`src/rtl/pic_pkg.sv`:
```
`timescale 1ns / 1ps
// ----------------------------------------------------------------------------
// pic_pkg: shared definitions for the platform interrupt controller
// Bus widths, register map offsets, action codes, sequencer states and the
// control bundle that drives the shared priority compare unit.
// ----------------------------------------------------------------------------
package pic_pkg;

	// Default configuration
	localparam int unsigned NUM_SOURCES_DEF = 182;
	localparam int unsigned PRIO_BITS_DEF   = 3;

	// Fixed field widths
	localparam int unsigned ACT_W  = 2;
	localparam int unsigned ADDR_W = 22;
	localparam int unsigned DATA_W = 32;
	localparam int unsigned SID_W  = 8;

	// Action codes
	localparam logic [ACT_W-1:0] ACT_READ  = 2'd0;
	localparam logic [ACT_W-1:0] ACT_WRITE = 2'd1;
	localparam logic [ACT_W-1:0] ACT_LEVEL = 2'd2;

	// Register map
	localparam logic [ADDR_W-1:0] BASE_PRIO  = 22'h000000;
	localparam logic [ADDR_W-1:0] BASE_PEND  = 22'h001000;
	localparam logic [ADDR_W-1:0] BASE_ENAB  = 22'h002000;
	localparam logic [ADDR_W-1:0] REG_THRESH = 22'h200000;
	localparam logic [ADDR_W-1:0] REG_CLAIM  = 22'h200004;

	// Sequencer states
	typedef enum logic [5:0] {
		ST_IDLE   = 6'b000001,
		ST_EXEC   = 6'b000010,
		ST_RDWAIT = 6'b000100,
		ST_SCAN   = 6'b001000,
		ST_DRAIN  = 6'b010000,
		ST_FINISH = 6'b100000
	} state_t;

	// Control bundle for the compare unit
	typedef struct packed {
		logic clear;
		logic vld;
		logic qual;
	} scan_ctl_t;

endpackage

```
`src/rtl/pic_prio_mem.sv`:
```
`timescale 1ns / 1ps
// ----------------------------------------------------------------------------
// pic_prio_mem: source priority store
// One write port and one registered read port. A valid bit per entry, cleared
// by reset, makes an entry that was never written read as priority zero.
// ----------------------------------------------------------------------------
module pic_prio_mem
	import pic_pkg::*;
#(
	parameter int unsigned DEPTH  = NUM_SOURCES_DEF,
	parameter int unsigned ID_W   = $clog2(NUM_SOURCES_DEF),
	parameter int unsigned PRIO_W = PRIO_BITS_DEF
) (
	input  logic              clk,
	input  logic              arst_n,
	input  logic              we,
	input  logic [ID_W-1:0]   waddr,
	input  logic [PRIO_W-1:0] wdata,
	input  logic [ID_W-1:0]   raddr,
	output logic [PRIO_W-1:0] rdata
);

	logic [PRIO_W-1:0] mem_q [DEPTH];
	logic [DEPTH-1:0]  valid_q;
	logic [PRIO_W-1:0] rd_q;
	logic              rd_vld_q;

	// Write and read the array
	always_ff @(posedge clk) begin
		if (we) begin
			mem_q[waddr] <= wdata;
		end
		rd_q <= mem_q[raddr];
	end

	// Track written entries
	always_ff @(posedge clk or negedge arst_n) begin
		if (!arst_n) begin
			valid_q  <= '0;
			rd_vld_q <= 1'b0;
		end else begin
			if (we) begin
				valid_q[waddr] <= 1'b1;
			end
			rd_vld_q <= valid_q[raddr];
		end
	end

	// Unwritten entries read as zero
	assign rdata = rd_vld_q ? rd_q : '0;

endmodule

```
`src/rtl/pic_scan.sv`:
```
`timescale 1ns / 1ps
// ----------------------------------------------------------------------------
// pic_scan: shared priority compare unit
// Takes one source per cycle and keeps the best candidate so far, with ties
// kept by the lower id, plus a saturating count of sources above threshold.
// ----------------------------------------------------------------------------
module pic_scan
	import pic_pkg::*;
#(
	parameter int unsigned ID_W   = $clog2(NUM_SOURCES_DEF),
	parameter int unsigned PRIO_W = PRIO_BITS_DEF
) (
	input  logic              clk,
	input  logic              arst_n,
	input  scan_ctl_t         ctl,
	input  logic [ID_W-1:0]   id,
	input  logic [PRIO_W-1:0] prio,
	input  logic [PRIO_W-1:0] thr,
	output logic [ID_W-1:0]   best_id,
	output logic              multi
);

	logic [ID_W-1:0]   best_id_q;
	logic [PRIO_W-1:0] best_prio_q;
	logic [1:0]        hits_q;
	logic              above_best;
	logic              above_thr;

	// Strictly greater keeps the earlier, lower id on a tie
	assign above_best = prio > best_prio_q;
	assign above_thr  = prio > thr;

	// Advance the running best and the hit count
	always_ff @(posedge clk or negedge arst_n) begin
		if (!arst_n) begin
			best_id_q   <= '0;
			best_prio_q <= '0;
			hits_q      <= '0;
		end else if (ctl.clear) begin
			best_id_q   <= '0;
			best_prio_q <= thr;
			hits_q      <= '0;
		end else if (ctl.vld && ctl.qual) begin
			if (above_best) begin
				best_id_q   <= id;
				best_prio_q <= prio;
			end
			if (above_thr && hits_q != 2'd2) begin
				hits_q <= hits_q + 2'd1;
			end
		end
	end

	assign best_id = best_id_q;
	assign multi   = hits_q == 2'd2;

endmodule

```
`src/rtl/platform_interrupt_controller.sv`:
```
`timescale 1ns / 1ps
// ----------------------------------------------------------------------------
// platform_interrupt_controller: single-context platform interrupt controller
// Level sources, per-source priority and enable, threshold and claim/complete
// behind a word register map, with one interrupt request output.
// ----------------------------------------------------------------------------
//  channel   handshake            payload
//  request   start / busy         action, address, write_data, source_id,
//                                 source_level
//  result    done (one cycle)     read_data, irq_request
//
//  Each beat runs a scan that visits one source a cycle through the priority
//  store's single read port; a priority read adds a read wait state first.
//  busy is high from the cycle after acceptance until done is shown.
//  Reset clears all control state at once; no clearing pass is needed.
//  done is a one-cycle strobe and the receiver cannot hold it off.
// ----------------------------------------------------------------------------
module platform_interrupt_controller
	import pic_pkg::*;
#(
	parameter int unsigned NUM_SOURCES = NUM_SOURCES_DEF,
	parameter int unsigned PRIO_BITS   = PRIO_BITS_DEF
) (
	input  logic              clk,
	input  logic              arst_n,
	input  logic              start,
	output logic              busy,
	input  logic [ACT_W-1:0]  action,
	input  logic [ADDR_W-1:0] address,
	input  logic [DATA_W-1:0] write_data,
	input  logic [SID_W-1:0]  source_id,
	input  logic              source_level,
	output logic              done,
	output logic [DATA_W-1:0] read_data,
	output logic              irq_request
);

	localparam int unsigned ID_W      = $clog2(NUM_SOURCES);
	localparam int unsigned NUM_WORDS = (NUM_SOURCES + 31) / 32;
	localparam int unsigned WORD_W    = (NUM_WORDS > 1) ? $clog2(NUM_WORDS) : 1;
	localparam int unsigned PAD_W     = (2 ** WORD_W) * 32;
	localparam logic [ADDR_W-1:0] PEND_END = ADDR_W'(BASE_PEND + 4 * NUM_WORDS);
	localparam logic [ADDR_W-1:0] ENAB_END = ADDR_W'(BASE_ENAB + 4 * NUM_WORDS);
	localparam logic [ID_W-1:0]   LAST_ID  = ID_W'(NUM_SOURCES - 1);

	state_t state_q;

	// Latched request beat
	logic [ACT_W-1:0]  act_q;
	logic [ADDR_W-1:0] addr_q;
	logic [DATA_W-1:0] data_q;
	logic [SID_W-1:0]  sid_q;
	logic              lvl_q;

	// Source flags and threshold
	logic [NUM_SOURCES-1:0] pend_q;
	logic [NUM_SOURCES-1:0] en_q;
	logic [NUM_SOURCES-1:0] insvc_q;
	logic [NUM_SOURCES-1:0] line_q;
	logic [NUM_SOURCES-1:0] en_next;
	logic [PRIO_BITS-1:0]   thr_q;

	// Working and output registers
	logic [DATA_W-1:0] rdata_q;
	logic [DATA_W-1:0] read_data_q;
	logic              irq_q;
	logic              done_q;

	// Scan pipeline
	logic [ID_W-1:0] scan_idx_q;
	logic [ID_W-1:0] id_s1;
	logic            qual_s1;
	logic            vld_s1;

	// Decode
	logic [ADDR_W-1:0] prio_off;
	logic [ADDR_W-1:0] pend_off;
	logic [ADDR_W-1:0] enab_off;
	logic [9:0]        prio_id;
	logic              prio_ok;
	logic [WORD_W-1:0] pend_word;
	logic [WORD_W-1:0] enab_word;
	logic              is_prio;
	logic              is_pend;
	logic              is_enab;
	logic              is_thresh;
	logic              is_claim;
	logic              claim_rd;
	logic              sid_ok;
	logic [ID_W-1:0]   sidx;
	logic              cmp_ok;
	logic [ID_W-1:0]   cidx;
	logic [PAD_W-1:0]  pend_pad;
	logic [PAD_W-1:0]  en_pad;

	// Memory and compare unit hookup
	logic                 mem_we;
	logic [ID_W-1:0]      mem_waddr;
	logic [ID_W-1:0]      mem_raddr;
	logic [PRIO_BITS-1:0] mem_rdata;
	scan_ctl_t            scan_ctl;
	logic [ID_W-1:0]      best_id;
	logic                 multi;

	// Decode the latched address
	assign prio_off  = addr_q - BASE_PRIO;
	assign pend_off  = addr_q - BASE_PEND;
	assign enab_off  = addr_q - BASE_ENAB;
	assign prio_id   = prio_off[11:2];
	assign prio_ok   = prio_id != '0 && 32'(prio_id) < NUM_SOURCES;
	assign pend_word = pend_off[WORD_W+1:2];
	assign enab_word = enab_off[WORD_W+1:2];
	assign is_prio   = addr_q < BASE_PEND;
	assign is_pend   = addr_q >= BASE_PEND && addr_q < PEND_END;
	assign is_enab   = addr_q >= BASE_ENAB && addr_q < ENAB_END;
	assign is_thresh = addr_q == REG_THRESH;
	assign is_claim  = addr_q == REG_CLAIM;
	assign claim_rd  = act_q == ACT_READ && is_claim;
	assign sid_ok    = sid_q != '0 && 32'(sid_q) < NUM_SOURCES;
	assign sidx      = ID_W'(sid_q);
	assign cmp_ok    = data_q != '0 && data_q < NUM_SOURCES;
	assign cidx      = ID_W'(data_q);
	assign pend_pad  = PAD_W'(pend_q);
	assign en_pad    = PAD_W'(en_q);

	// Merge an enable word into the flag vector; source zero stays clear
	always_comb begin
		en_next = en_q;
		for (int i = 1; i < NUM_SOURCES; i++) begin
			if ((i >> 5) == int'(enab_word)) begin
				en_next[i] = data_q[i % 32];
			end
		end
	end

	// Priority store port use
	assign mem_we    = state_q == ST_EXEC && act_q == ACT_WRITE && is_prio && prio_ok;
	assign mem_waddr = ID_W'(prio_id);
	assign mem_raddr = (state_q == ST_EXEC) ? (prio_ok ? ID_W'(prio_id) : '0) : scan_idx_q;

	pic_prio_mem #(
		.DEPTH  (NUM_SOURCES),
		.ID_W   (ID_W),
		.PRIO_W (PRIO_BITS)
	) u_prio_mem (
		.clk    (clk),
		.arst_n (arst_n),
		.we     (mem_we),
		.waddr  (mem_waddr),
		.wdata  (data_q[PRIO_BITS-1:0]),
		.raddr  (mem_raddr),
		.rdata  (mem_rdata)
	);

	// Clear in the first scan cycle, once a threshold write has landed
	assign scan_ctl.clear = state_q == ST_SCAN && !vld_s1;
	assign scan_ctl.vld   = vld_s1;
	assign scan_ctl.qual  = qual_s1;

	pic_scan #(
		.ID_W   (ID_W),
		.PRIO_W (PRIO_BITS)
	) u_scan (
		.clk     (clk),
		.arst_n  (arst_n),
		.ctl     (scan_ctl),
		.id      (id_s1),
		.prio    (mem_rdata),
		.thr     (thr_q),
		.best_id (best_id),
		.multi   (multi)
	);

	// Latch the request beat on acceptance
	always_ff @(posedge clk) begin
		if (start && state_q == ST_IDLE) begin
			act_q  <= action;
			addr_q <= {address[ADDR_W-1:2], 2'b00};
			data_q <= write_data;
			sid_q  <= source_id;
			lvl_q  <= source_level;
		end
	end

	// Sequencer
	always_ff @(posedge clk or negedge arst_n) begin
		if (!arst_n) begin
			state_q     <= ST_IDLE;
			scan_idx_q  <= '0;
			done_q      <= 1'b0;
			read_data_q <= '0;
			irq_q       <= 1'b0;
			rdata_q     <= '0;
		end else begin
			done_q <= state_q == ST_FINISH;
			case (state_q)
				ST_IDLE: begin
					if (start) begin
						state_q <= ST_EXEC;
					end
				end
				ST_EXEC: begin
					scan_idx_q <= ID_W'(1);
					if (act_q == ACT_READ && is_pend) begin
						rdata_q <= pend_pad[{pend_word, 5'b0} +: 32];
					end else if (act_q == ACT_READ && is_enab) begin
						rdata_q <= en_pad[{enab_word, 5'b0} +: 32];
					end else if (act_q == ACT_READ && is_thresh) begin
						rdata_q <= DATA_W'(thr_q);
					end else begin
						rdata_q <= '0;
					end
					state_q <= (act_q == ACT_READ && is_prio) ? ST_RDWAIT : ST_SCAN;
				end
				ST_RDWAIT: begin
					rdata_q <= prio_ok ? DATA_W'(mem_rdata) : '0;
					state_q <= ST_SCAN;
				end
				ST_SCAN: begin
					if (scan_idx_q == LAST_ID) begin
						state_q <= ST_DRAIN;
					end else begin
						scan_idx_q <= scan_idx_q + ID_W'(1);
					end
				end
				ST_DRAIN: begin
					state_q <= ST_FINISH;
				end
				ST_FINISH: begin
					if (claim_rd) begin
						read_data_q <= DATA_W'(best_id);
						irq_q       <= multi;
					end else begin
						read_data_q <= rdata_q;
						irq_q       <= best_id != '0;
					end
					state_q <= ST_IDLE;
				end
				default: begin
					state_q <= ST_IDLE;
				end
			endcase
		end
	end

	// Feed one source a cycle into the compare unit
	always_ff @(posedge clk or negedge arst_n) begin
		if (!arst_n) begin
			vld_s1 <= 1'b0;
		end else begin
			vld_s1 <= state_q == ST_SCAN;
		end
	end

	always_ff @(posedge clk) begin
		id_s1   <= scan_idx_q;
		qual_s1 <= en_q[scan_idx_q] & pend_q[scan_idx_q];
	end

	// Update source flags and threshold
	always_ff @(posedge clk or negedge arst_n) begin
		if (!arst_n) begin
			pend_q  <= '0;
			en_q    <= '0;
			insvc_q <= '0;
			line_q  <= '0;
			thr_q   <= '0;
		end else if (state_q == ST_EXEC) begin
			case (act_q)
				ACT_WRITE: begin
					if (is_enab) begin
						en_q <= en_next;
					end
					if (is_thresh) begin
						thr_q <= data_q[PRIO_BITS-1:0];
					end
					if (is_claim && cmp_ok) begin
						insvc_q[cidx] <= 1'b0;
						if (line_q[cidx]) begin
							pend_q[cidx] <= 1'b1;
						end
					end
				end
				ACT_LEVEL: begin
					if (sid_ok) begin
						line_q[sidx] <= lvl_q;
						if (lvl_q && !insvc_q[sidx]) begin
							pend_q[sidx] <= 1'b1;
						end
					end
				end
				default: begin
				end
			endcase
		end else if (state_q == ST_FINISH && claim_rd && best_id != '0) begin
			pend_q[best_id]  <= 1'b0;
			insvc_q[best_id] <= 1'b1;
		end
	end

	assign busy        = state_q != ST_IDLE;
	assign done        = done_q;
	assign read_data   = read_data_q;
	assign irq_request = irq_q;

endmodule

```
`config.mk`:
```
export PLATFORM = sky130hd
export DESIGN_NAME = platform_interrupt_controller
export DESIGN_NICKNAME = d
export VERILOG_FILES = /design/src/rtl/pic_pkg.sv /design/src/rtl/pic_prio_mem.sv /design/src/rtl/pic_scan.sv /design/src/rtl/platform_interrupt_controller.sv
export SDC_FILE = /design/constraint.sdc
export NUM_CORES = 2
export LEC_CHECK = 0
export ABC_AREA = 1
export BUFFER_PORTS_ARGS = -buffer_cell sky130_fd_sc_hd__buf_2
export CORE_MARGIN = 2
export CORE_UTILIZATION = 50
export CTS_CLUSTER_SIZE = 25
export DETAILED_ROUTE_END_ITERATION = 16
export GPL_ROUTABILITY_DRIVEN = 0
export PLACE_DENSITY_LB_ADDON = 0.15
export SLEW_MARGIN = 20
export SYNTH_ARGS = -nofsm -noshare
export SYNTH_HDL_FRONTEND = slang
export SYNTH_HIERARCHICAL = 1
export SYNTH_SLANG_ARGS = --single-unit
```
`constraint.sdc`:
```
create_clock -name clk -period 11.45 [get_ports clk]
set_input_delay 1.145 -clock clk [delete_from_list [all_inputs] [get_ports clk]]
set_output_delay 1.145 -clock clk [all_outputs]
set_load 0.05 [all_outputs]
```
==> impl_results.md <==
- Status: complete, no violations
- FF/Latch Area: 43,700 um2
- Post-DRT Antenna Nets: 0
- Clk_lat worst skew: 0.88 ns
- Top cell by count, worst path: buf_4
- TritonCTS buffer count: 176
- Slew @ Worst Pin: 1.31 ns
- Share of the synthesized area in the top cell type: 29.9%
- Most frequent cell after synthesis: nand2_1
- First-pass GRT wire length: 477 mm
- Cells along the critical path: buf_4 -> nor2_4 -> inv_1 -> nor2_2 -> nand2_1 -> nand2_1 -> nor2_1 -> nand3_1 -> nand2_4 -> inv_4 -> buf_4 -> buf_4 -> o21ai_0 -> a21oi_1
- Footprint of the multi-input gates: 34,300 um2
- Root Driver: clkbuf_16
- Startpoint Class: register
- Largest family of logic cells by synthesized area: simple AND/OR/NAND/NOR gates
- GRT overflow: 0
- Placed Area: 85,500 um2
- Final hold viol count: 0
- Final Critical Period: 6.70 ns
- Cell count after synthesis: 10,517
- Port Buffer Count: 100
- Setup tns final: 0 ns
- Drt first pass iters: 7
- Total track usage: 37.2%
- Area growth, synth to finish: 8.75%
- Placed Instances: 12,266
- Finished Layout Cells: 12,608
- Post-CTS Resized: 0
- # fillers: 15,679
- Place WS: 5.40 ns
- Xor and xnor area share after synthesis: 0.0104%
- Crit Path Class: reg2reg
- Area of the die: 171,000 um2
- H-Tree Depth: 4
- #FFs+latches synth: 1,628
- Synthesized Nets: 10,594
- Ys async rst share: 61.9%
- Power Density: 190 nW/um2
- Routed vias/inst: 6.17
- Starting Density: 50.3%
- Seq/Total Area, Yosys: 52.0%
- Hold Buf Count CTS: 0
- Fin crit share: 58.5%
- Synth Area in Compound Gates: 13.8%
- Ys flop type: dfrtp_1
- WL final: 325 mm
- Syn avg cell area: 7.99 um2
- Buffer depth of the longest clock path: 3
- Post-synthesis simple-gate area fraction: 24.9%
- Tightest Hold Check Type: in2async
- Ports: 103
- Max VDD drop: 161 uV
- Crit Path Max Fanout: 70
- FMAX: 0.149 GHz
- Unrepaired setup endpoints after global routing: false
- Hold slack final: 0.324 ns
- Top cells by area, synth: dfrtp_1, edfxtp_1, nand2_1
- Worst clock skew: 0.0486 ns
- Die Width: 414 um
- Synthesis Warnings: 6
- Slowest CP cell: inv_4
- R2R depth: 14
- Final Power: 17.4 mW
- Core region area: 167,000 um2
- Final worst slack: 4.75 ns
- Final setup viols: 0
- Mapped cell area: 84,100 um2
- Initial DRC count: 11,820
- CP Capture Type: register
- Reg clk slew, reported paths: 0.06 ns
- # rows: 150
- Post-synthesis mux area share: 1.64%
- DR DRC count: 0
- Max Slew Vio Count: 0
- Post-synthesis cell type count: 54
- Final instance area: 91,400 um2
- Post-DP HPWL: 207 mm
- CTS tree: yes
- Vias post-DR: 77,808
- Slew HR: 11.6%
- Leakage Power: 41.9 nW
- Clock Sinks: 1,628
- Worst Path Arrival: 7.46 ns
- Adder-cell share of the synthesized area: 0.134%
- Critical Path Max Stage Delay: 0.80 ns
- # Post-CTS Setup Buffers: 0
- Vias in the first global route: 72,336
- Top cells by count, synth: nand2_1, o21ai_0, dfrtp_1
- Initial antenna violation count: 20
- Post-layout util: 54.7%
- Layout cells sized above 1: 7.16%
- Max Cap Viol: 0
- Largest net degree at the start of global routing: 255
- WP data required: 12.21 ns
- NumNets Final: 10,323
- Post-DR wirelength/cell: 25.7 um
- Synth area leader: dfrtp_1
- Die H: 414 um
- Number of synthesized flops with an enable pin: 609
sequential cells by signal, summed over array words and instances, names as in the netlist, 6 cells and up:
signal	count
scan_idx_q	8
sid_q	8
read_data	32
id_s1	8
en_q	181
pend_q	182
state_q	6
rdata_q	32
insvc_q	182
u_prio_mem/valid_q	182
line_q	182
u_prio_mem/mem_q	546
u_scan/best_id	8
data_q	32
addr_q	20
layer usage:
| metal | track usage (%) | wire, um | share of wire (%) | up-vias |
|---|---|---|---|---|
| li1 | - | - | - | 34403 |
| met1 | 47.0 | 118000 | 36 | 37170 |
| met2 | 55.0 | 141000 | 43 | 4955 |
| met3 | 10.1 | 36100 | 11 | 1258 |
| met4 | 27.1 | 28900 | 8.9 | 22 |
| met5 | 0 | 160 | 0.049 | - |
placed cells by master, fill, tap and decap left out, types with 15 or more instances in the layout:
cell type and instances:
edfxtp_1 609, clkbuf_1 45, o221ai_1 19, o22ai_1 96
dfrtp_1 1004, o31ai_1 94, inv_1 746, nand4_1 26
o2bb2ai_1 24, clkinv_1 36, or2_2 143, nor4_1 15
buf_2 99, clkbuf_8 18, nor3_1 26, mux2i_1 138
a21oi_1 417, a31oi_1 100, nor2_1 876, clkbuf_16 177
o211ai_1 34, nand3_1 973, clkinv_2 39, nand2_1 3022
o21ai_1 33, a32o_1 20, o21ai_0 1241, buf_4 162
where the power goes:
group / internal (mW) / leakage [nW] / switching [mW] / total [mW]
Sequential: 6.33 / 19.6 / 0.139 / 6.47
Combinational: 1.05 / 19.4 / 4.09 / 5.14
Clock: 3.22 / 2.83 / 2.55 / 5.77
layout make-up:
class	count	area share, %
Sequential cell	1628	47.8
Multi-Input combinational cell	7391	37.5
Clock buffer	240	5.30
Inverter	777	3.22
Tap cell	2204	3.02
Timing Repair Buffer	272	2.06
Clock inverter	89	1.04
Antenna cell	7	0.0192
critical path, delay by kind of cell (launching register included):
family / cells / cell delay [ns]
and+or+nand+nor: 7 / 3.01
buffers and inverters: 5 / 2.68
DFF: 1 / 0.36
AOI/OAI and AO/OA: 2 / 0.36
path summary, 6_finish.rpt:
check / startpoint / endpoint / slack [ns]
max in group asynchronous: arst_n / line_q[59] / 8.86
hold reg to reg: line_q[0] / line_q[0] / 0.39
min in group clk: line_q[0] / line_q[0] / 0.39
setup / recovery: data_q[1] / insvc_q[178] / 4.75
hold / removal: arst_n / en_q[110] / 0.32
setup reg to reg: data_q[1] / insvc_q[178] / 4.75
kinds of logic after synthesis:
logic type / Yosys count
buffers and inverters: 1498
flip-flops: 1628
adder cells (fa/ha/maj): 9
multiplexers: 138
AO/OA/AOI/OAI: 2128
AND/OR/NAND/NOR: 5115
XOR/XNOR: 1
Note: power is estimated with default switching activity, not from simulation.
